`src/sv/gcpd_pkg.sv`:
```
// Shared types and constants for the Gray code pattern decoder.
package gcpd_pkg;

    localparam int MAX_PIXELS = 1048576;
    localparam int MAX_FRAMES = 64;

    localparam int POS_W   = $clog2(MAX_PIXELS);
    localparam int FILL_W  = POS_W + 1;
    localparam int PIX_W   = 8;
    localparam int CODE_W  = 64;
    localparam int BIT_W   = $clog2(CODE_W);
    localparam int FRM_W   = $clog2(MAX_FRAMES + 1);
    localparam int NPIX_W  = 21;
    localparam int THR_W   = 8;
    localparam int CFG_IDX_W = 1;

    // Configuration register indexes
    localparam logic [CFG_IDX_W-1:0] CFG_NUM_PIXELS = 1'b0;
    localparam logic [CFG_IDX_W-1:0] CFG_THRESHOLD  = 1'b1;

    // Actions
    localparam logic ACT_PATTERN = 1'b0;
    localparam logic ACT_READOUT = 1'b1;

    typedef struct packed {
        logic [PIX_W-1:0]  lo;
        logic [PIX_W-1:0]  hi;
        logic [CODE_W-1:0] code;
    } t_cam;

    typedef struct packed {
        t_cam left;
        t_cam right;
    } t_entry;

    typedef struct packed {
        logic [CODE_W-1:0] code_left;
        logic [CODE_W-1:0] code_right;
        logic              valid_left;
        logic              valid_right;
        logic              last_pixel;
    } t_result;

    localparam int ENTRY_W  = $bits(t_entry);
    localparam int RESULT_W = $bits(t_result);

    localparam t_cam CAM_RESET = '{lo: {PIX_W{1'b1}}, hi: '0, code: '0};
    localparam t_entry ENTRY_RESET = '{left: CAM_RESET, right: CAM_RESET};

endpackage

```
`src/sv/gcpd_update.sv`:
```
// Per-pixel modify step: min/max/code learning, readout decode and clear.
module gcpd_update (
    input  gcpd_pkg::t_entry                 i_entry,
    input  logic                             i_action,
    input  logic [gcpd_pkg::PIX_W-1:0]       i_pix_left,
    input  logic [gcpd_pkg::PIX_W-1:0]       i_pix_right,
    input  logic                             i_learn,
    input  logic [gcpd_pkg::BIT_W-1:0]       i_frame,
    input  logic [gcpd_pkg::THR_W-1:0]       i_threshold,
    input  logic                             i_last,
    output gcpd_pkg::t_entry                 o_entry,
    output gcpd_pkg::t_result                o_result
);
    import gcpd_pkg::*;

    function automatic t_cam learn_cam(t_cam cam, logic [PIX_W-1:0] v,
                                       logic [CODE_W-1:0] mask);
        t_cam            c;
        logic [PIX_W:0]  mid;
        c = cam;
        if (v < c.lo) c.lo = v;
        if (v > c.hi) c.hi = v;
        mid = ({1'b0, c.lo} + {1'b0, c.hi}) >> 1;
        if ({1'b0, v} > mid) c.code = c.code | mask;
        return c;
    endfunction

    function automatic logic [CODE_W-1:0] gray_decode(logic [CODE_W-1:0] g);
        logic [CODE_W-1:0] b;
        b = g;
        for (int k = 0; k < BIT_W; k++) begin
            b = b ^ (b >> (1 << k));
        end
        return b;
    endfunction

    function automatic logic contrast_ok(t_cam cam, logic [THR_W-1:0] thr);
        logic [PIX_W-1:0] diff;
        diff = cam.hi - cam.lo;
        return (cam.hi > cam.lo) && (diff > thr);
    endfunction

    logic [CODE_W-1:0] mask;

    assign mask = CODE_W'(1) << i_frame;

    // Build the written-back entry
    always_comb begin
        o_entry = i_entry;
        if (i_action == ACT_READOUT) begin
            o_entry = ENTRY_RESET;
        end else if (i_learn) begin
            o_entry.left  = learn_cam(i_entry.left, i_pix_left, mask);
            o_entry.right = learn_cam(i_entry.right, i_pix_right, mask);
        end
    end

    // Build the readout transaction from the stored entry
    always_comb begin
        o_result.code_left   = gray_decode(i_entry.left.code);
        o_result.code_right  = gray_decode(i_entry.right.code);
        o_result.valid_left  = contrast_ok(i_entry.left, i_threshold);
        o_result.valid_right = contrast_ok(i_entry.right, i_threshold);
        o_result.last_pixel  = i_last;
    end

endmodule

```
`config.mk`:
```
export PLATFORM = sky130hd
export DESIGN_NAME = gcpd_update
export DESIGN_NICKNAME = d
export VERILOG_FILES = /design/src/sv/gcpd_pkg.sv /design/src/sv/gcpd_update.sv
export SDC_FILE = /design/constraint.sdc
export NUM_CORES = 1
export LEC_CHECK = 0
export BUFFER_PORTS_ARGS = -buffer_cell sky130_fd_sc_hd__buf_2
export CELL_PAD_IN_SITES_DETAIL_PLACEMENT = 1
export CELL_PAD_IN_SITES_GLOBAL_PLACEMENT = 1
export CORE_AREA = 2 2 189 191
export DETAILED_ROUTE_END_ITERATION = 12
export DIE_AREA = 0 0 191 193
export PLACE_DENSITY = 0.61
export SYNTH_ARGS = -nofsm -noshare
export SYNTH_HDL_FRONTEND = slang
export SYNTH_SLANG_ARGS = --single-unit
```
`constraint.sdc`:
```
create_clock -name vclk -period 9.48
set_input_delay 1.896 -clock vclk [all_inputs]
set_output_delay 1.896 -clock vclk [all_outputs]
set_load 0.01 [all_outputs]
```
* After elaboration in Yosys (flattened, before gate mapping)
Cells that the tools add are included.
** Word-level totals
- Latch bits :: 0
- ROM bits :: 0
- Logic and storage cells :: 47
- RAM bits :: 0
- Register bits :: 0
- Memories kept :: 0
- Bits of input ports :: 193
** Cells by class
- Div/mod/pow operators :: 0
- Multiply operators :: 0
- Reduce and logical (&&, ||, !) cells :: 2
- Add/subtract/negate cells :: 4
- Bitwise operators :: 14
- Muxes and demuxes :: 16
- Magnitude comparators :: 10
- Shifts and indexed selects :: 1
- Equal/unequal tests :: 0
** Operator list (count)
- $mux W160 :: 2
- $mux W64 :: 2
- $or A64 B64 Y64 :: 2
- $xor A64 B32 Y64 :: 2
- $xor A64 B48 Y64 :: 2
- $xor A64 B56 Y64 :: 2
- $xor A64 B60 Y64 :: 2
- $xor A64 B62 Y64 :: 2
- $xor A64 B63 Y64 :: 2
- $mux W8 :: 12
- $gt A8 B8 Y1 :: 8
- $shl A1 B6 Y64 const A :: 1
- $add A8 B8 Y9 :: 2
- $lt A8 B8 Y1 :: 2
- $sub A8 B8 Y8 :: 2
- $logic_and A1 B1 Y1 :: 2

* Depth between registers and ports, before layout
- Depth in word-level cells :: 9
- Gate-level depth with buffers :: 28
- Gate-level depth less buffers :: 28

* Worst setup path after synthesis
No wires, ideal clock.
- Path type :: input to output
- Start point :: in i_entry[63] in the netlist's numbering
- End point :: out o_result[3] in the netlist's numbering
- Stages :: 15
- Setup slack :: 1061 ps
- Required time :: 7584 ps
- Arrival :: 6523 ps
- Path buffers :: 0
- Cell sequence :: xor3_2 xor3_2 xor3_2 xor3_2 xor3_2 xor3_2 xor2_2 xnor3_2 xnor3_2 xnor2_4 xnor2_2 xnor2_2 xnor2_2 xor3_2 xor2_1
** RTL lines
- from (decl) :: line gcpd_update.sv:3 : input gcpd_pkg::t_entry i_entry,
- to (decl) :: line gcpd_update.sv:12 : output gcpd_pkg::t_result o_result

==> reports/summary.json <==
{
  "detailed_routing": {
    "post_drt_wl_per_cell_um": 21.0,
    "vias_per_cell": 4.62,
    "routed_wirelength_um": 40600,
    "first_iter_violations": 309,
    "drc": 0,
    "drt_pre_antenna_iters": 4,
    "drt.antenna.violating_nets": 0,
    "vias": 8941
  },
  "worst_setup_path": {
    "slowest_stage": "sky130_fd_sc_hd__xor2_1",
    "critical_path.cell_chain": "buf_2 > xor3_2 > xor2_2 > xor3_2 > xor2_2 > xor3_2 > xor2_2 > xnor3_2 > xor2_1 > xnor2_2 > xor2_2 > xor2_2 > xnor2_2 > xor2_1 > xnor2_1 > buf_2",
    "critPathMaxStageDelay_ps": 670,
    "worstPathRequired_ps": 7580,
    "crit_path_frequent_cell": "sky130_fd_sc_hd__xor2_2",
    "arrival_ps": 7430,
    "critical_path.endpoint_type": "primary output",
    "cp-startpoint": "i_entry[143]",
    "critPathKind": "input port to primary output",
    "worstSetupStartpointType": "input port",
    "timing_endpoint_of_the_critical_path": "o_result[78]",
    "top_fanout_value_on_the_critical_path": 6
  },
  "global_route": {
    "antenna_found_initial": 3,
    "gr-usage-all-layers": 0.203,
    "maximum_number_of_pins_on_one_net_before_global_route_repair": 90,
    "grt_first_pass_wirelength_um": 56800,
    "global_route.overflow_total": 0,
    "first_global_vias": 9068
  },
  "layout": {
    "most_common_cell_after_layout_fill_and_taps_aside": "sky130_fd_sc_hd__buf_2",
    "final_net_count": 1768,
    "layout.area.seq_sq_um": 0,
    "syn2layout_area_growth_pct": 44.3,
    "utilization": 0.288,
    "final_cell_area_sq_um": 10100,
    "layout.cells.most_common_list": "sky130_fd_sc_hd__buf_2 (481), sky130_fd_sc_hd__a21oi_1 (163), sky130_fd_sc_hd__nor2_1 (163)",
    "seq_cell_count": 0,
    "clkbuf_count": 0,
    "post_route_cells_drive_above_1_share": 0.375
  },
  "timing": {
    "accumulated_negative_setup_slack_ps": 0,
    "post-route-period-util": 0.984,
    "grt_setup_unrepaired": "false",
    "final-setup-viol-count": 0,
    "tightest_slew_ps": 1110,
    "max_freq_ghz": 0.107,
    "drv_slew": 0,
    "timing.slew.headroom": 0.260,
    "hold_violations": 0,
    "period_needed_ps": 9320
  },
  "yosys": {
    "synthSimpleGateAreaFrac": 0.167,
    "muxShareOfSynthArea": 0.0215,
    "yosys-top-cells-area": "sky130_fd_sc_hd__ha_1 (17%), sky130_fd_sc_hd__xnor2_1 (15%), sky130_fd_sc_hd__a21oi_1 (12%), sky130_fd_sc_hd__xor2_1 (11%), sky130_fd_sc_hd__nor2_1 (8.9%)",
    "synth_compound_gate_area_share": 0.223,
    "synth.distinct_cells": 40,
    "synthesis.area_sq_um": 6970,
    "ys_seq_area_frac": 0,
    "postSynthAreaPerCell_sq_um": 6.91,
    "fraction_of_post_synthesis_cell_area_in_the_top_cell_type_by_area": 0.169,
    "postSynthNetCount": 1300,
    "synthAdderAreaFrac": 0.180,
    "main_combinational_cell_family_by_area_after_synthesis": "XOR/XNOR gates",
    "synth.yosys.warnings": 0,
    "synth_largest_area_cell": "sky130_fd_sc_hd__ha_1",
    "synth_xor_area_frac": 0.347,
    "netlist_instances": 1009
  },
  "outcome": {
    "status": "finished clean"
  },
  "die": {
    "die-height_um": 193,
    "ioPinCount": 484,
    "floorplan.die_area_sq_um": 36900,
    "floorplan.initialDensity": 0.199,
    "core_area_sq_um": 35000,
    "row_cnt": 69,
    "die-width_um": 191
  },
  "power_and_ir_drop": {
    "power.leakage_uw": 0.00543,
    "power.ir.vdd_worst_uv": 316,
    "power_density_over_cell_area_nw_per_um2": 369,
    "power_uw": 3710
  },
  "clock_tree": {
    "cts_post_setup_buffers_inserted": 0,
    "postCtsHoldBufs": 0,
    "post_cts.resized_instances": 0
  },
  "min_path": {
    "worst_hold_path_type": "input port to primary output"
  },
  "placement": {
    "place_area_sq_um": 10000,
    "place.port_buffers": 482,
    "routability_congestion": 0.863,
    "hpwlAfterDp_um": 35400
  },
  "run": {
    "number_of_max_cap_violations": 0
  }
}
kinds of logic after synthesis:
family / count (synthesis)
AND/OR/NAND/NOR: 278
AO/OA/AOI/OAI: 274
XOR/XNOR: 233
buffers and inverters: 111
adder cells (fa/ha/maj): 98
multiplexers: 15
per-layer routing:
metal  vias up  GRT usage  routed length [um]
met5         -          0                  29
met4         4     0.0450                 883
met3        39     0.0286                2170
met2       321      0.364               20300
met1      4234      0.257               17200
li1       4343          -                   -
metrics by stage:
stage	hold WS [ps]	instances	worst slack (ps)
floorplan	3870	1009	1060
global placement	3790	1936	100
detailed placement	3790	1936	108
CTS	3790	1936	60.3
global route	3790	1937	7.54
finish	3790	1937	155
synth_stat cells (2+ instances only):
master                        n
sky130_fd_sc_hd__xnor2_4      3
sky130_fd_sc_hd__nand4_1     12
sky130_fd_sc_hd__nor2b_1      8
sky130_fd_sc_hd__xor2_2       7
sky130_fd_sc_hd__xnor3_2      3
sky130_fd_sc_hd__nand2_1     58
sky130_fd_sc_hd__nand3_1     10
sky130_fd_sc_hd__o21a_1       7
sky130_fd_sc_hd__nor3_1       6
sky130_fd_sc_hd__nor3b_1      3
sky130_fd_sc_hd__nand2b_1    11
sky130_fd_sc_hd__o211ai_1    16
sky130_fd_sc_hd__xor2_1      86
sky130_fd_sc_hd__ha_1        94
sky130_fd_sc_hd__a21o_1      25
sky130_fd_sc_hd__o21bai_1    10
sky130_fd_sc_hd__o22a_1       2
sky130_fd_sc_hd__a21oi_1    164
sky130_fd_sc_hd__xnor2_2      6
sky130_fd_sc_hd__fa_1         4
sky130_fd_sc_hd__mux2i_1     15
sky130_fd_sc_hd__buf_1        4
sky130_fd_sc_hd__inv_1       68
sky130_fd_sc_hd__clkbuf_1    36
sky130_fd_sc_hd__xnor2_1    117
sky130_fd_sc_hd__a2111oi_0    2
sky130_fd_sc_hd__xor3_2      10
sky130_fd_sc_hd__o21ai_0     39
sky130_fd_sc_hd__a211oi_1     5
sky130_fd_sc_hd__buf_4        3
sky130_fd_sc_hd__nor2_1     166
worst max-delay path, delay by kind of cell:
kind | cells | cell delay [ps]
buffers and inverters | 2 | 340
XOR/XNOR | 14 | 5170
worst min-delay path by stage:
stage	start	endpoint	slack, ps	depth (start not counted)
final	i_last	o_result[0]	3790	0
after global routing	i_last	o_result[0]	3790	0
after CTS	i_last	o_result[0]	3790	0
after detailed placement	i_last	o_result[0]	3790	0
after global placement	i_last	o_result[0]	3790	0
after floorplan	i_entry[142]	o_result[129]	3870	1
cell type report:
type                            instances  area, sq um
Fill cell                            4550        24900
Antenna cell                            1         2.50
Multi-Input combinational cell        898         6600
Inverter                               68          255
Timing Repair Buffer                  509         2630
Tap cell                              461          577
where the power goes:
group          internal, uW  total (uW)  switching (uW)
logic                  1500        3710            2210
clock network     0.0000141   0.0000141               0
registers                 0           0               0
No activity file was read; power rests on OpenSTA's default activity.
