## src/sv/gcpd_ram.sv

```systemverilog
// Generic single-port-write, single-port-read RAM with registered read data.
module gcpd_ram #(
    parameter int WIDTH = 8,
    parameter int DEPTH = 16
) (
    input  logic                     i_clk,
    input  logic                     i_we,
    input  logic [$clog2(DEPTH)-1:0] i_waddr,
    input  logic [WIDTH-1:0]         i_wdata,
    input  logic                     i_re,
    input  logic [$clog2(DEPTH)-1:0] i_raddr,
    output logic [WIDTH-1:0]         o_rdata
);

    logic [WIDTH-1:0] r_mem [DEPTH];
    logic [WIDTH-1:0] r_rdata;

    // Write port
    always_ff @(posedge i_clk) begin
        if (i_we) begin
            r_mem[i_waddr] <= i_wdata;
        end
    end

    // Registered read port
    always_ff @(posedge i_clk) begin
        if (i_re) begin
            r_rdata <= r_mem[i_raddr];
        end
    end

    assign o_rdata = r_rdata;

endmodule

```

## config.mk

```make
export PLATFORM = sky130hd
export DESIGN_NAME = gcpd_ram
export DESIGN_NICKNAME = d
export VERILOG_FILES = /design/src/sv/gcpd_ram.sv
export SDC_FILE = /design/constraint.sdc
export NUM_CORES = 1
export LEC_CHECK = 0
export BUFFER_PORTS_ARGS = -buffer_cell sky130_fd_sc_hd__buf_2
export CAP_MARGIN = 20
export CORE_MARGIN = 4
export CORE_UTILIZATION = 55
export CTS_CLUSTER_DIAMETER = 80
export DETAILED_ROUTE_END_ITERATION = 10
export PLACE_DENSITY_LB_ADDON = 0.3
export SLEW_MARGIN = 10
export SYNTH_ARGS = -nofsm -noshare
export SYNTH_HDL_FRONTEND = slang
export SYNTH_SLANG_ARGS = --single-unit
```

## constraint.sdc

```tcl
create_clock -name i_clk -period 2.5 [get_ports i_clk]
set_clock_uncertainty 0.2 [all_clocks]
set_input_delay 0.125 -clock i_clk [delete_from_list [all_inputs] [get_ports i_clk]]
set_output_delay 0.125 -clock i_clk [all_outputs]
set_load 0.05 [all_outputs]
```

### Word level (Yosys, flattened, before mapping)

Memory sizes are Yosys's and may differ from the RTL's. A register that Yosys moved wholly into a read port is not among the register bits.
Cells that the tools add are included.

* flip-flop bits (word level): 0
* RAM bits: 128
* input bits: 19
* logic and storage cells: 3
* memories: 1

* muxes and demuxes: 2

Memory list
* r_mem: depth 16, bits a word 8, rd ports 1, clocked after Yosys merged registers in 1, wr ports 1, RTL line 15 `logic [WIDTH-1:0] r_mem [DEPTH];`

Operators by type and width (number)
* $mux 1: 2

### Logic depth before layout (Yosys ltp)

Gate-level depths: netlist (run 1).

* word-level depth: 2
* depth in mapped cells: 5
* depth with buffers taken out: 3

### Worst setup path before layout (run 1)

No wires, ideal clock.

* path type: input-to-reg
* start: input port i_waddr[2]
* end: memory r_mem[0][0] (enable)
* library setup time: 0.383 ns
* data arrival time: 1.235 ns
* data required time: 1.917 ns
* setup slack: 0.682 ns
* stages: 2
* buffers on the path: 0
* cell sequence: or3b_2 -> nor3_1

RTL lines
* start, declared: RTL line 8 `input logic [$clog2(DEPTH)-1:0] i_waddr,`
* end, declared: RTL line 15

Straight into the memory's write port.

==> impl_metrics.ini, run 1 <==
[synth]
synth_cells = 229
syn_avg_cell_area_um2 = 22.83
yosys-top-cells-count = edfxtp_1, mux4_2, a22oi_1
yosysTopAreaCell = edfxtp_1
syn_area_um2 = 5228
synth_fa_ha_area_share_pct = 0
muxShareOfSynthArea_pct = 14.79
synth-main-ff-cell = edfxtp_1
synth_top_family_by_area = multiplexers
yosysSeqAreaShare_pct = 78.12
synth-async-reset-ratio_pct = 0
synth.net_count = 248
synth_edf_count = 136
synth_cell_type_count = 18
synth-xor-area-share_pct = 0
netlist.area_leader.share_pct = 78.12
synth.area.top_cells = edfxtp_1, mux4_2, mux4_1
yosys_warnings = 0
synth-simple-area-share_pct = 3.135
synth-compound-area-share_pct = 2.298
synth-seq-cells = 136
synth_most_common_cell = edfxtp_1

[clock_tree]
post-cts-setup-buffers = 0
path_clk_slew_ns = 0.06
cts.sinks = 136
cts_hold_buf = 12
cts_root_buf = clkbuf_8
cts_resized = 0
clock_path_buffers = 2
htreeDepth = 4
cts_buffers = 17
cts_tree = yes
insertion_delay_ns = 0.51

[layout]
syn_to_final_growth_pct = 20.92
n_antenna_cell = 0
final_core_util_pct = 68.41
layout.nets = 316
drive_gt1_share_pct = 30.42

[sta]
grt_setup_unrepaired = no
hold_viol = 0
period_share_pct = 71.45
maxSlewHeadroom_pct = 44.00
worst_slew_pin_slew_ns = 0.8369
drv_slew = 0
fmax_mhz = 559.9
setup_ws_ns = 0.7138
final.setup.tns_ns = 0
finalSetupViolations = 0
period_minus_slack_ns = 1.786

[routing]
route.detailed.drc = 0
totalWireLength_um = 10820
wl_per_cell_um = 24.71
postRouteAntennaNets = 0
drt-initial-drc-count = 253
viasPerCell = 5.950
dr_total_vias = 2606
dr.pass1.iters = 5

[pwr]
p_clk_share_pct = 46.7
ir_drop_mv = 0.5389
power_switching_mw = 1.102
p_total_mw = 5.389
p_comb_share_pct = 5.3
p_int_mw = 4.288
seqPwrFrac_pct = 48.0
netSwitchingFraction_pct = 20.44
p_leak_nw = 2.155
p_per_area_nw_per_um2 = 852.6

[min_path]
worst_hold_path_type = input pin to flop

[floorplanning]
core_um2 = 9240
die_area_um2 = 11130
fp.dieW_um = 105.5
io_pins = 27
start_util_pct = 56.57
num_rows = 35
die_y_um = 105.5

[setup_path]
slowest_stage = mux4_1
crit_arrival_ns = 1.83
critPathTopFamily = multiplexers
critPathMaxFanout = 1
cp-start-kind = flop
crit_chain = mux4_1 > a22oi_1 > nand2_1
cp.required_ns = 2.55
cpPeakStageDelay_ns = 0.51
cp_num_buf_inv = 0
endpoint_kind = flop
path_class = flop to flop

[global_routing]
antenna_found_initial = 0
grt_usage_pct = 21.45
grt_pass1_vias = 2698
grt-ovfl-total = 0
grt_max_degree = 17
grt_pass1_wl_um = 16870

[placement]
dpl.hpwl_um = 6475
pre_cts_ws_ns = 0.4120
globalplace.congestion = 0.7338
port_buffers = 26

[run_status]
outcome = finished clean

[run]
maxCapViolCount = 0
-- power by group through the flow --
stage | registers (mW) | logic [mW] | clock network, mW
floorplan | 2.67 | 0.130 | 0
global placement | 2.63 | 0.266 | 0
detailed placement | 2.63 | 0.271 | 0
CTS | 2.59 | 0.290 | 2.54
global route | 2.59 | 0.311 | 2.65
finish | 2.59 | 0.287 | 2.51
-- sequential cells by signal, summed over array words and instances, names as in the netlist --
| name | flops |
|---|---|
| o_rdata | 8 |
| r_mem | 128 |
-- cell usage in the layout, fill, tap and decap left out, types with 2 or more instances in the layout --
cell type and instances:
mux4_2 18, clkinvlp_4 4, clkinv_1 2, nor3_1 4, dlygate4sd3_1 12, clkbuf_16 16, a22oi_1 16, nor2_1 13
buf_4 20, mux4_1 14, buf_2 26, nand2_1 9, nand2b_1 2, nand3b_1 2, clkinv_4 2, bufinv_16 4
edfxtp_1 136
-- metal layers --
layer  vias to the layer above  track usage (%)  wire, um
li1                       1114                -         -
met1                      1346            30.42      4629
met2                       135            33.38      5381
met3                        11            5.879       709
met4                         0            5.920       102
met5                         -                0         0
-- worst register-to-register path: cells and delay by family, from the launching register on --
kind             cells  cell delay (ns)
multiplexers         1             0.51
flip-flops           1             0.38
AO/OA/AOI/OAI        1             0.28
AND/OR/NAND/NOR      1             0.15
-- worst paths after layout --
kind | from | endpoint | slack [ns] | cells after the start
max | r_mem[9][4]$_DFFE_PP_ | o_rdata[4]$_DFFE_PP_ | 0.71 | 3
min | i_waddr[2] | r_mem[2][3]$_DFFE_PP_ | 0.08 | 4
max reg2reg | r_mem[9][4]$_DFFE_PP_ | o_rdata[4]$_DFFE_PP_ | 0.71 | 3
min reg2reg | r_mem[8][5]$_DFFE_PP_ | o_rdata[5]$_DFFE_PP_ | 0.56 | 3
-- cells by family (layout without fill, tap and decap cells) --
kind of cell    count (synthesis)  after routing
flops                         136            136
simple gates                   35             35
mux                            32             32
compound gates                 16             16
buf+inv                        10             90
-- per-stage QoR --
stage                     std cells  hold WS, ns  area, um^2
after floorplan                 229      0.02387        5228
after global placement          395       0.3029        5603
after detailed placement        395       0.3077        5603
after CTS                       438      0.05504        6321
after global routing            438      0.09175        6321
final                           438      0.07826        6321
-- cell type report --
| type | count | area (um^2) |
|---|---|---|
| clock buffers | 18 | 417.9 |
| clock inverters | 13 | 180.2 |
| fillers | 550 | 2919 |
| multi-input cells | 83 | 1057 |
| flip-flops and latches | 136 | 4084 |
| well taps | 129 | 161.4 |
| repair buffers | 59 | 420.4 |
(Power assumes the default switching activity.)
==> inputs of run 2 (changes only) <==
--- a/config.mk
+++ b/config.mk
@@ -8,7 +8,7 @@
 export BUFFER_PORTS_ARGS = -buffer_cell sky130_fd_sc_hd__buf_2
 export CAP_MARGIN = 20
 export CORE_MARGIN = 4
-export CORE_UTILIZATION = 55
+export CORE_UTILIZATION = 54
 export CTS_CLUSTER_DIAMETER = 80
 export DETAILED_ROUTE_END_ITERATION = 10
 export PLACE_DENSITY_LB_ADDON = 0.3
==> constraint.sdc (replaced) <==
create_clock -name i_clk -period 1.51 [get_ports i_clk]
set_clock_uncertainty 0.2 [all_clocks]
set_input_delay 0.0755 -clock i_clk [delete_from_list [all_inputs] [get_ports i_clk]]
set_output_delay 0.0755 -clock i_clk [all_outputs]
set_load 0.05 [all_outputs]
==> impl_metrics.ini, run 2 (synthesis gave the netlist of run 1 again) <==
[routing]
route.detailed.drc = 0
wl_per_cell_um = 23.13
postRouteAntennaNets = 0
totalWireLength_um = 10220
dr_total_vias = 2534
drt-initial-drc-count = 191
dr.pass1.iters = 4
viasPerCell = 5.733

[pwr]
ir_drop_mv = 0.7435
p_leak_nw = 2.157
p_per_area_nw_per_um2 = 1370
p_total_mw = 8.736

[global_routing]
grt_pass1_wl_um = 15960
grt_max_degree = 18
grt_usage_pct = 20.17
grt_pass1_vias = 2700
grt-ovfl-total = 0
antenna_found_initial = 0

[clock_tree]
cts_tree = yes
path_clk_slew_ns = 0.06
clock_path_buffers = 2
cts.sinks = 136
htreeDepth = 4
cts_buffers = 17
insertion_delay_ns = 0.51
cts_root_buf = clkbuf_8
post-cts-setup-buffers = 0

[run_status]
outcome = finished with violations
violations = negative setup slack

[sta]
maxSlewHeadroom_pct = 43.59
worst_slew_pin_slew_ns = 0.8444
hold_slack_ns = 0.02967
fmax_mhz = 608.8
hold_viol = 0
finalSetupViolations = 8
period_minus_slack_ns = 1.643
period_share_pct = 108.8
grt_setup_unrepaired = yes
setup_ws_ns = -0.1326
drv_slew = 0

[floorplanning]
start_util_pct = 56.04
num_rows = 35
die_area_um2 = 11320
fp.dieW_um = 106.4
io_pins = 27
die_y_um = 106.4
core_um2 = 9328

[placement]
port_buffers = 26
globalplace.congestion = 0.7347
placed_cells = 399
dpl.hpwl_um = 6180
place_area_um2 = 5674

[layout]
multiInputGateArea_um2 = 1050
most-common-layout-cells = edfxtp_1, mux4_2, buf_2
layout_commonest_cell = edfxtp_1
layout.nets = 319
fin_area_um2 = 6379
regMostFlops = r_mem
n_fill_cell = 571
largest_reg_flops = 128
syn_to_final_growth_pct = 22.02
regArea_um2 = 4084
drive_gt1_share_pct = 37.38
instances_no_fill = 442
n_antenna_cell = 0

[setup_path]
cpPeakStageDelay_ns = 0.49
cp.required_ns = 1.56
cp-start-kind = flop
critPathTopFamily = multiplexers
endpoint_kind = flop
critPathMaxFanout = 1
slowest_stage = mux4_2
crit_chain = mux4_2 > a22oi_1 > nand2_1
crit_arrival_ns = 1.69
cp_num_buf_inv = 0
path_class = flop to flop

[min_path]
worst_hold_path_type = input pin to flop

[run]
maxCapViolCount = 0
run 2: worst paths after layout:
path / startpoint / end / cells past startpoint / slack (ns)
max reg2reg: r_mem[15][4]$_DFFE_PP_ / o_rdata[4]$_DFFE_PP_ / 3 / -0.13
max: r_mem[15][4]$_DFFE_PP_ / o_rdata[4]$_DFFE_PP_ / 3 / -0.13
min reg2reg: r_mem[7][2]$_DFFE_PP_ / o_rdata[2]$_DFFE_PP_ / 3 / 0.54
min: i_waddr[3] / r_mem[2][5]$_DFFE_PP_ / 4 / 0.03
run 2: worst reg2reg max path, cell delays in order (launching register included):
cell      delay, ns
edfxtp_1       0.37
mux4_2         0.49
a22oi_1        0.24
nand2_1        0.07
run 2: through the flow:
stage,setup WS (ns),utilization (%),TNS (ns)
2_1_floorplan,-0.03165,-,-0.9659
3_3_place_gp,-0.3751,60.83,-2.773
3_5_place_dp,-0.3579,60.83,-3.301
4_1_cts,-0.1619,68.38,-0.8025
5_1_grt,-0.1998,68.38,-1.083
6_report,-0.1326,68.38,-0.7398
run 2: what timing repair did:
item / CTS / global route
pin swaps: 3 / 0
resized for setup: 9 / 0
hold buffers: 11 / 0
endpoints found under the setup margin: 9 / 8
endpoints found under the hold margin: 180 / 0
run 2: area by class of cell:
cell class | count | area share, %
flip-flops and latches | 136 | 64.03
multi-input cells | 83 | 16.46
clock buffers | 17 | 6.493
repair buffers | 62 | 7.925
well taps | 129 | 2.530
clock inverters | 15 | 2.570
run 2: power breakdown:
part | internal [mW] | switching, mW | leakage [nW]
clock | 2.38 | 1.56 | 0.282
combinational | 0.217 | 0.295 | 0.638
sequential | 4.25 | 0.0271 | 1.24
total | 6.85 | 1.88 | 2.16
run 2: per-layer routing:
layer | vias to the layer above | routed length, um | global-route usage [%]
li1 | 1118 | - | -
met1 | 1300 | 3849 | 26.11
met2 | 106 | 5522 | 33.17
met3 | 10 | 734 | 5.282
met4 | 0 | 116 | 7.401
met5 | - | 0 | 0
