## src/sv/gcpd_pkg.sv

```systemverilog
// Shared types and constants for the Gray code pattern decoder.
package gcpd_pkg;

    localparam int MAX_PIXELS = 1048576;
    localparam int MAX_FRAMES = 64;

    localparam int POS_W   = $clog2(MAX_PIXELS);
    localparam int FILL_W  = POS_W + 1;
    localparam int PIX_W   = 8;
    localparam int CODE_W  = 64;
    localparam int BIT_W   = $clog2(CODE_W);
    localparam int FRM_W   = $clog2(MAX_FRAMES + 1);
    localparam int NPIX_W  = 21;
    localparam int THR_W   = 8;
    localparam int CFG_IDX_W = 1;

    // Configuration register indexes
    localparam logic [CFG_IDX_W-1:0] CFG_NUM_PIXELS = 1'b0;
    localparam logic [CFG_IDX_W-1:0] CFG_THRESHOLD  = 1'b1;

    // Actions
    localparam logic ACT_PATTERN = 1'b0;
    localparam logic ACT_READOUT = 1'b1;

    typedef struct packed {
        logic [PIX_W-1:0]  lo;
        logic [PIX_W-1:0]  hi;
        logic [CODE_W-1:0] code;
    } t_cam;

    typedef struct packed {
        t_cam left;
        t_cam right;
    } t_entry;

    typedef struct packed {
        logic [CODE_W-1:0] code_left;
        logic [CODE_W-1:0] code_right;
        logic              valid_left;
        logic              valid_right;
        logic              last_pixel;
    } t_result;

    localparam int ENTRY_W  = $bits(t_entry);
    localparam int RESULT_W = $bits(t_result);

    localparam t_cam CAM_RESET = '{lo: {PIX_W{1'b1}}, hi: '0, code: '0};
    localparam t_entry ENTRY_RESET = '{left: CAM_RESET, right: CAM_RESET};

endpackage

```

## src/sv/gcpd_out_queue.sv

```systemverilog
// Two-entry output queue decoupling the pipeline from the result consumer.
module gcpd_out_queue (
    input  logic              i_clk,
    input  logic              i_rst_n,
    input  logic              i_push,
    input  gcpd_pkg::t_result i_data,
    output logic              o_valid,
    input  logic              i_ready,
    output gcpd_pkg::t_result o_data,
    output logic [1:0]        o_count
);
    import gcpd_pkg::*;

    t_result    r_q [2];
    logic       r_wr_ptr;
    logic       r_rd_ptr;
    logic [1:0] r_count;
    logic       pop;

    assign pop     = (r_count != 2'd0) && i_ready;
    assign o_valid = (r_count != 2'd0);
    assign o_data  = r_q[r_rd_ptr];
    assign o_count = r_count;

    // Advance pointers and occupancy
    always_ff @(posedge i_clk) begin
        if (!i_rst_n) begin
            r_wr_ptr <= 1'b0;
            r_rd_ptr <= 1'b0;
            r_count  <= 2'd0;
        end else begin
            if (i_push) r_wr_ptr <= ~r_wr_ptr;
            if (pop)    r_rd_ptr <= ~r_rd_ptr;
            r_count <= r_count + 2'(i_push) - 2'(pop);
        end
    end

    // Store pushed transaction
    always_ff @(posedge i_clk) begin
        if (i_push) begin
            r_q[r_wr_ptr] <= i_data;
        end
    end

endmodule

```

## config.mk

```make
export PLATFORM = sky130hd
export DESIGN_NAME = gcpd_out_queue
export DESIGN_NICKNAME = d
export VERILOG_FILES = /design/src/sv/gcpd_pkg.sv /design/src/sv/gcpd_out_queue.sv
export SDC_FILE = /design/constraint.sdc
export NUM_CORES = 1
export LEC_CHECK = 0
export ABC_AREA = 1
export BUFFER_PORTS_ARGS = -buffer_cell sky130_fd_sc_hd__buf_2
export CORE_MARGIN = 5
export CORE_UTILIZATION = 54
export CTS_BUF_LIST = sky130_fd_sc_hd__clkbuf_8
export CTS_CLUSTER_DIAMETER = 80
export DETAILED_ROUTE_END_ITERATION = 10
export GPL_TIMING_DRIVEN = 1
export PLACE_DENSITY_LB_ADDON = 0.2
export SYNTH_ARGS = -nofsm -noshare
export SYNTH_HDL_FRONTEND = slang
export SYNTH_SLANG_ARGS = --single-unit
```

## constraint.sdc

```tcl
create_clock -name i_clk -period 8.4 [get_ports i_clk]
set_clock_uncertainty 0.05 [all_clocks]
set_input_delay 1.68 -clock i_clk [delete_from_list [all_inputs] [get_ports i_clk]]
set_output_delay 1.68 -clock i_clk [all_outputs]
set_load 0.005 [all_outputs]
```

; After elaboration in Yosys (flattened, before gate mapping)
; Memory sizes are Yosys's and may differ from the RTL's. A register that Yosys moved wholly into a read port is not among the register bits.
; Cells that the tools add are included.
[totals]
register_bits = 4
mem_bits_rw = 262
input_bits = 135
output_inout_bits = 134
elab_cells = 14
memories = 1
[mem_list]
columns = name, words, word_bits, read_ports, rd_ports_with_merged_regs, write_ports, line
row1 = r_q, 2, 131, 1, 1, 1, gcpd_out_queue.sv:14  ; t_result r_q [2];
[op_classes]
n_addsub = 2
muxes = 4
bitwise_logic = 2
n_reduce_logical = 2
[ops]
columns = cell, count
row1 = $mux 1, 4
row2 = $add 2x1->2, 1
row3 = $not 1->1, 2
row4 = $reduce_bool 2->1, 1
row5 = $sub 2x1->2, 1
row6 = $logic_and 1x1->1, 1

; Logic depth before layout (Yosys ltp)
; Gate-level depths: netlist of run 1.
[logic_depth]
ltp_word = 4
ltp_mapped = 10
ltp_nobuf = 10

; Worst setup path before layout of run 1
; No wires, ideal clock.
[synth_timing]
path_kind = in2reg
startpoint = in i_push
endpoint = mem r_q[0][0] (netlist bit) (enable)
setup_ns = 0.626
arrival_time_ns = 7.199
t_required_ns = 7.724
slack_ns = 0.525
cell_stages = 2
path_buffers = 0
cell_sequence = inv_1 nor2_1
[synth_via]
elab_chain_cells = 2
[synth_rtl]
columns = item, line
row1 = "start, declared", gcpd_out_queue.sv:5  ; input logic i_push,
row2 = $mux 1, gcpd_out_queue.sv:40  ; if (i_push) begin
row3 = $mux 1 (not written as such), gcpd_out_queue.sv:41  ; r_q[r_wr_ptr] <= i_data;
row4 = "end, declared", gcpd_out_queue.sv:14
; No other way between the ends.

==> results_dict.tcl, run 1 <==
set metrics [dict create \
    via_per_inst 5.046 \
    cts.htree.levels 2 \
    maxCapViolations 0 \
    cp_data_arrival_time_ps 3250 \
    numCtsBuffers 41 \
    ant_nets 0 \
    cts.clk_slew.worst_paths_ps 60 \
    worst_pin_slew_ps 1175 \
    fmax_mhz 200.7 \
    track_usage 0.1731 \
    setup_tns_ps 0 \
    die_y_um 146.5 \
    synth_common_cells "262 x edfxtp_1, 90 x mux2_4, 41 x mux2_2, 10 x buf_6, 9 x nor2_1" \
    async_reset_ff_frac 0 \
    maxSlewViolCount 0 \
    die_x_um 146.5 \
    postSynthAreaPerCell_um2 22.71 \
    r2r_start "r_wr_ptr$_SDFFE_PN0P_" \
    final_layout_size_suffix_gt1_frac 0.5853 \
    stdcell_area_um2 12340 \
    grt_pass1_wl_um 28890 \
    cts_resized 0 \
    p_per_area_nw_per_um2 253.7 \
    period_needed_ps 4982 \
    initial_utilization 0.5434 \
    syn_to_final_growth_pct 22.62 \
    synth_cells 443 \
    power_frac_comb 0.182 \
    synth_top_area_frac 0.7819 \
    p_sw_uw 752.0 \
    grt_setup_unrepaired "no" \
    intPower_uw 2378 \
    totalWireLength_um 18940 \
    wl_per_cell_um 18.78 \
    pwr-share-clk 0.301 \
    clock_latency_ps 530 \
    synth.most_common_cell "edfxtp_1" \
    hp-start "r_rd_ptr$_SDFFE_PN0P_" \
    grt_overflow 0 \
    final.fill_count 1283 \
    synthFlopType "edfxtp_1" \
    synth_cell_types 13 \
    p_leak_uw 0.004912 \
    io_pins 269 \
    synth-seq-cells 267 \
    grt_pass1_vias 5564 \
    worst-r2r-setup-slack_ps 5870 \
    gp_congestion 0.7663 \
    reg2reg_depth 3 \
    synth_nets 580 \
    cp_max_fo 71 \
    holdBufCountCts 0 \
    seqPwrFrac 0.517 \
    vias 5091 \
    grt_max_degree 94 \
    drc 0 \
    drtIter0Drc 214 \
    synth_edf_count 262 \
    dr.pass1.iters 4 \
    p_sw_frac 0.2403 \
    postPlaceCellArea_um2 11600 \
    rows 50 \
    max_slew_margin 0.2149 \
    postCtsSetupBuffers 0 \
    dieArea_um2 21460 \
    crit_type "register to primary output" \
    finalSetupViolations 0 \
    syn_area_um2 10060 \
    start_kind "register" \
    status "finished, final reports clean" \
    portBuffers 268 \
    hold_class "register to register" \
    ys_warn_count 0 \
    clockBufferDepth 3 \
    hold_viol 0 \
    tritoncts "done" \
    reg2reg_to "r_q[1][51]$_DFFE_PP_" \
    ir_drop_v 0.0002352 \
    cts_root_buf "clkbuf_8" \
    final_nets 879 \
    finalCritPeriodShare 0.5931 \
    required_ps 6670 \
    core_area_um2 18520 \
    cts_sinks 267 \
    crit_path_end_kind "primary output" \
    grt_antenna_before_repair 4 \
    post-dp-hpwl_um 12550 \
    synth.top_cells.by_area "edfxtp_1 78%, mux2_4 13%, mux2_2 4.6%" \
    synth.yosys.seq_area_share 0.7918 \
    netlist.top_cell.by_area "edfxtp_1" \
    crit_path_end "o_data[130]" \
]
critical path, stage by stage, from the launching register on:
cell and delay, ps:
dfxtp_4 1120, buf_4 980, mux2_2 410, buf_2 120
stage by stage:
step / util / std cells / setup WS, ps / hold slack (ps) / total power [uW]
final: 0.6663 / 1009 / 3418 / 485.1 / 3130
after CTS: 0.6661 / 1008 / 3322 / 463.0 / 3175
after global placement: 0.6263 / 933 / 3944 / 441.6 / 2202
after global routing: 0.6663 / 1009 / 3215 / 498.1 / 3287
after detailed placement: 0.6263 / 933 / 3915 / 448.8 / 2222
after floorplan: - / 443 / 524.5 / 417.5 / 2010
per-layer routing:
metal  GRT usage  wire (um)  share of wire  vias to the layer above
li1            -          -              -                     2346
met1      0.1975       6996           0.37                     2459
met2      0.2934       9559           0.50                      234
met3     0.06890       1742          0.092                       46
met4     0.06914        606          0.032                        6
met5           0         39         0.0021                        -
state kept, by name, summed over array words and instances (netlist names), named ones only:
register and flops:
r_q 262, r_wr_ptr 1, o_count 2, r_rd_ptr 1
worst min path at each step:
stage / to / slack, ps / cells past startpoint
3_5_place_dp: r_rd_ptr$_SDFFE_PN0P_ / 450 / 2
2_1_floorplan: register / 420 / 2
3_3_place_gp: r_rd_ptr$_SDFFE_PN0P_ / 440 / 2
6_report: r_rd_ptr$_SDFFE_PN0P_ / 490 / 2
4_1_cts: r_rd_ptr$_SDFFE_PN0P_ / 460 / 2
5_1_grt: r_rd_ptr$_SDFFE_PN0P_ / 500 / 2
power by group through the flow:
stage | Combinational [uW] | Sequential, uW | Clock (uW)
final | 568 | 1620 | 942
after CTS | 578 | 1620 | 975
after detailed placement | 574 | 1650 | 0
after floorplan | 406 | 1600 | 0
after global routing | 608 | 1630 | 1050
after global placement | 560 | 1640 | 0
logic make-up after synthesis:
kind of cell | count (synthesis) | share of synthesized area
DFF | 267 | 0.7918
muxes | 131 | 0.1802
buffers and inverters | 23 | 0.01766
and+or+nand+nor | 19 | 0.007336
adders and majority gates | 2 | 0.002487
AOI/OAI and AO/OA | 1 | 0.0004969
cells in the final DEF, fill, tap and decap left out, drive strengths merged:
| cell | instances |
|---|---|
| ha | 2 |
| clkbuf | 45 |
| diode | 1 |
| a21oi | 1 |
| mux2 | 131 |
| nor2 | 9 |
| inv | 24 |
| dfxtp | 5 |
| nand2 | 8 |
| clkinv | 13 |
| edfxtp | 262 |
| buf | 271 |
| clkinvlp | 1 |
| nand3 | 2 |
final cells by class:
| type | instances | area, um2 | share of cell area |
|---|---|---|---|
| Antenna cell | 1 | 2.502 | 0.0002028 |
| Clock buffer | 45 | 619.3 | 0.05020 |
| Clock inverter | 30 | 118.9 | 0.009634 |
| Inverter | 8 | 32.53 | 0.002637 |
| Multi-Input combinational cell | 153 | 1924 | 0.1560 |
| Sequential cell | 267 | 7971 | 0.6461 |
| Tap cell | 234 | 292.8 | 0.02373 |
| Timing Repair Buffer | 271 | 1376 | 0.1116 |
No activity file was read; power rests on OpenSTA's default activity.
==> run 2, diff against run 1 <==
- CORE_UTILIZATION: 54 -> 49
- clock period: 8.4 -> 4 ns (I/O delays scaled with it)
==> results_dict.tcl, run 2 (synthesis results as in run 1) <==
set metrics [dict create \
    min_to "r_q[0][76]$_DFFE_PP_" \
    met2_usage 0.2738 \
    reg2reg_to "r_q[1][62]$_DFFE_PP_" \
    grt_pass1_wl_um 29530 \
    cts_sinks 267 \
    dp_slack_ps 1394 \
    cts.clk_slew.worst_paths_ps 60 \
    wl_per_cell_um 18.40 \
    via_per_inst 4.809 \
    vias 5059 \
    holdBufCountCts 0 \
    crit_path_end_kind "primary output" \
    syn_to_final_growth_pct 24.41 \
    period_needed_ps 3117 \
    clock_latency_ps 510 \
    io_pins 269 \
    final_nets 886 \
    p_per_area_nw_per_um2 537.5 \
    finalSetupViolations 0 \
    clockBufferDepth 3 \
    dr.pass1.iters 4 \
    top_usage_layer "met2" \
    worst_pin_slew_ps 682.6 \
    max_slew_margin 0.5449 \
    grt_pass1_vias 5611 \
    fmax_mhz 320.8 \
    drtIter0Drc 222 \
    cp_max_fo 38 \
    die_x_um 153.3 \
    status "finished, final reports clean" \
    drc 0 \
    slowest_delay_ps 760 \
    gr-usage-met3 0.05852 \
    postCtsSetupBuffers 0 \
    die_y_um 153.3 \
    hold_viol 0 \
    gp_congestion 0.7239 \
    crit_chain "buf_4 > mux2_4 > buf_2" \
    start_kind "register" \
    hold_depth 1 \
    grt_setup_unrepaired "no" \
    ir_drop_v 0.0003277 \
    post-dp-hpwl_um 13260 \
    grt_antenna_before_repair 2 \
    crit_slowest_cell "dfxtp_4" \
    finalCritPeriodShare 0.7792 \
    required_ps 3150 \
    portBuffers 268 \
    final_layout_size_suffix_gt1_frac 0.5910 \
    use_met1 0.1862 \
    maxSlewViolCount 0 \
    reg2reg_depth 3 \
    worst-r2r-setup-slack_ps 2130 \
    ant_nets 0 \
    cts_root_buf "clkbuf_8" \
    grt_overflow 0 \
    setup_slack_ps 883.3 \
    final_cell_mix "268 x buf_2, 262 x edfxtp_1, 90 x mux2_4" \
    grt_max_degree 84 \
    r2r_start "r_wr_ptr$_SDFFE_PN0P_" \
    initial_utilization 0.4973 \
    totalWireLength_um 19360 \
    p_leak_uw 0.004969 \
    track_usage 0.1592 \
    mostFrequentLayoutCell "buf_2" \
    crit_type "register to primary output" \
    cts_resized 0 \
    final.fill_count 1518 \
    core_area_um2 20230 \
    cp_data_arrival_time_ps 2270 \
    hp-start "i_data[76]" \
    tritoncts "done" \
    largest_register "r_q" \
    maxCapViolations 0 \
    hold_class "input port to register" \
    numCtsBuffers 43 \
    cts.htree.levels 2 \
    largest_reg_flops 262 \
    setup_tns_ps 0 \
    rows 52 \
    dieArea_um2 23500 \
]
-- run 2: cell count changes in the layout (fill, tap and decap cells not counted), sizes merged --
cell / change
clkinvlp: -1
clkinv: +3
diode: +1
inv: -3
buf: +5
bufinv: +2
-- run 2: worst max-delay path by stage --
stage                          end  cells after the start  slack, ps
3_3_place_gp            o_data[16]                      3       1430
5_1_grt                 o_data[80]                      3        760
3_5_place_dp            o_data[80]                      3       1390
6_report               o_data[102]                      3        880
2_1_floorplan  r_q[1][0]$_DFFE_PP_                      2         60
4_1_cts                 o_data[80]                      3        820
-- run 2: final cells by class --
cell class                 count  area, um2  share of cell area
multi-input combinational    153       1924              0.1537
tap                          270      337.8             0.02699
inverter                       8      35.03            0.002799
clock inverter                31      173.9             0.01389
sequential                   267       7971              0.6368
clock buffer                  45      619.3             0.04948
antenna                        2      5.005           0.0003998
timing repair buffer         276       1451              0.1159
-- run 2: power breakdown --
| part | internal [uW] | switching (uW) |
|---|---|---|
| logic | 707 | 527 |
| registers | 3260 | 99.8 |
| clock network | 1170 | 974 |
| total | 5130 | 1600 |
-- run 2: layer usage --
layer  part of all wire  vias up
met4              0.020        2
met5             0.0010        -
met1               0.39     2457
met2               0.51      195
li1                   -     2372
met3              0.085       33
-- run 2: worst max-delay path, delay by kind of cell, from the launching register on --
family                 cells  cell delay (ps)
buffers and inverters      2              590
multiplexers               1              340
flip-flops                 1              760
-- run 2: through the flow --
| stage | cell area [um2] | power (uW) | util | hold WS, ps | instances |
|---|---|---|---|---|---|
| after floorplan | 10070 | 4208 | - | 417.5 | 443 |
| after global placement | 11720 | 4634 | 0.5792 | 436.3 | 974 |
| after detailed placement | 11720 | 4678 | 0.5792 | 458.3 | 974 |
| after CTS | 12510 | 6843 | 0.6184 | 370.0 | 1050 |
| after global routing | 12520 | 7054 | 0.6185 | 367.6 | 1051 |
| final | 12520 | 6729 | 0.6187 | 417.3 | 1052 |
==> run 3, diff against run 2 <==
- ABC_AREA: 1 -> 0
- CORE_UTILIZATION: 49 -> 54
- clock period: 4 -> 3.05 ns (I/O delays scaled with it)
==> results_dict.tcl, run 3 <==
set metrics [dict create \
    reg2reg_to "r_q[1][120]$_DFFE_PP_" \
    period_needed_ps 2490 \
    grt_overflow 0 \
    worst_pin_slew_ps 681.1 \
    synth-seq-cells 267 \
    synth_common_cells "262 x edfxtp_1, 90 x mux2_4, 41 x mux2_2, 10 x buf_6, 5 x dfxtp_1" \
    cts.htree.levels 2 \
    core_area_um2 18520 \
    max_slew_margin 0.5460 \
    r2r_start "r_wr_ptr$_SDFFE_PN0P_" \
    netlist.top_cell.by_area "edfxtp_1" \
    post-place-cells 924 \
    finalCritPeriodShare 0.8165 \
    final_cell_mix "268 x buf_2, 262 x edfxtp_1, 90 x mux2_4" \
    post-dp-hpwl_um 12710 \
    synthFlopType "edfxtp_1" \
    via_per_inst 5.057 \
    grt_setup_unrepaired "no" \
    clockBufferDepth 3 \
    multiInputGateArea_um2 1953 \
    dieArea_um2 21470 \
    drtIter0Drc 200 \
    track_usage 0.1727 \
    reg2reg_depth 2 \
    p_leak_uw 0.004894 \
    grt_antenna_before_repair 3 \
    hold_viol 0 \
    maxCapViolations 0 \
    crit_path_end "o_data[57]" \
    rows 50 \
    cts_resized 0 \
    hold_class "input port to register" \
    status "finished, final reports clean" \
    cts_sinks 267 \
    drc 0 \
    largest_reg_flops 262 \
    synth_top_area_frac 0.7816 \
    mostFrequentLayoutCell "buf_2" \
    holdBufCountCts 0 \
    maxSlewViolCount 0 \
    crit_path_end_kind "primary output" \
    wl_per_cell_um 18.99 \
    clock_latency_ps 510 \
    fin_cells 996 \
    cts.clk_slew.worst_paths_ps 60 \
    fmax_mhz 401.5 \
    ant_nets 0 \
    io_pins 269 \
    syn_to_final_growth_pct 23.22 \
    async_reset_ff_frac 0 \
    worst-r2r-setup-slack_ps 1480 \
    dp_slack_ps 1098 \
    synth_edf_count 262 \
    die_y_um 146.5 \
    start_kind "register" \
    synth_cell_types 17 \
    synth_cells 430 \
    seqCellArea_um2 7971 \
    totalWireLength_um 18910 \
    synth.top_cells.by_area "edfxtp_1 78%, mux2_4 13%, mux2_2 4.6%" \
    crit_type "register to primary output" \
    synth.most_common_cell "edfxtp_1" \
    grt_max_degree 82 \
    grt_pass1_wl_um 29070 \
    numCtsBuffers 41 \
    postCtsSetupBuffers 0 \
    cp_data_arrival_time_ps 1830 \
    required_ps 2390 \
    die_x_um 146.5 \
    synth.yosys.seq_area_share 0.7915 \
    final.fill_count 1282 \
    ir_drop_v 0.0004532 \
    ys_warn_count 0 \
    final_layout_size_suffix_gt1_frac 0.6032 \
    grt_pass1_vias 5453 \
    portBuffers 268 \
    cp_max_fo 54 \
    p_per_area_nw_per_um2 693.8 \
    largest_register "r_q" \
    setup_slack_ps 559.6 \
    vias 5037 \
    finalSetupViolations 0 \
    cts_root_buf "clkbuf_8" \
    dr.pass1.iters 4 \
    setup_tns_ps 0 \
    gp_congestion 0.7743 \
    postSynthAreaPerCell_um2 23.41 \
    synth_nets 567 \
    tritoncts "done" \
    utilization 0.6698 \
    syn_area_um2 10070 \
    final_nets 870 \
    initial_utilization 0.5436 \
]
## run 3: cell types whose count changed after synthesis, moves of 2 or more
cell	delta
nor2_1	-9
nand2_1	-7
inv_1	-6
nor2b_1	+3
and2_1	+2
mux2i_1	+2
nand3_1	-2
o21a_1	+2
## run 3: final cells by class
type	instances	share of cell area
sequential	267	0.6427
multi-input combinational	146	0.1575
timing repair buffer	275	0.1184
clock buffer	43	0.04772
tap	234	0.02361
clock inverter	28	0.009281
inverter	2	0.0006053
antenna	1	0.0002018
## run 3: logic make-up (layout without fill, tap and decap cells)
group,after synthesis,in the layout,synth area share
xor gates and xnor gates,1,1,0.002237
DFF,267,267,0.7915
other,0,1,0
muxes,133,133,0.1821
and+or+nand+nor,8,8,0.004724
AOI/OAI and AO/OA,2,2,0.001491
buffers and inverters,17,348,0.01541
adders and majority gates,2,2,0.002486
## run 3: worst max-delay path, stage by stage (launching register included)
cell     delay, ps
dfxtp_4        420
buf_12         360
mux2_4         350
buf_2          130
## run 3: how the worst min path moves through the flow
stage,startpoint,cells after the start,slack [ps],end
2_1_floorplan,r_rd_ptr$_SDFFE_PN0P_,2,400,register
3_3_place_gp,r_rd_ptr$_SDFFE_PN0P_,2,410,r_rd_ptr$_SDFFE_PN0P_
3_5_place_dp,r_rd_ptr$_SDFFE_PN0P_,2,430,r_rd_ptr$_SDFFE_PN0P_
4_1_cts,i_data[18],1,190,r_q[1][18]$_DFFE_PP_
5_1_grt,i_data[46],1,190,r_q[0][46]$_DFFE_PP_
6_report,i_data[4],1,230,r_q[0][4]$_DFFE_PP_
## run 3: where the power goes
part           switching, uW  total [uW]  internal, uW  leakage [uW]
registers               77.3        4340          4260       0.00250
clock network           1230        2530          1300      0.000408
logic                    740        1730           994       0.00198
total                   2050        8610          6550       0.00489
## run 3: per-layer routing
| layer | part of all wire | track usage | vias to the layer above |
|---|---|---|---|
| met1 | 0.40 | 0.2203 | 2457 |
| met2 | 0.48 | 0.2697 | 220 |
| met5 | 0.00090 | 0 | - |
| met3 | 0.10 | 0.07263 | 37 |
| li1 | - | - | 2319 |
| met4 | 0.021 | 0.05833 | 4 |
## run 3: metrics by stage
stage | power, uW | area (um2) | hold WS [ps]
6_report | 8605 | 12400 | 229.4
4_1_cts | 8748 | 12400 | 189.5
5_1_grt | 9030 | 12400 | 189.8
2_1_floorplan | 5547 | 10070 | 401.6
3_3_place_gp | 6136 | 11690 | 412.9
3_5_place_dp | 6178 | 11690 | 433.3
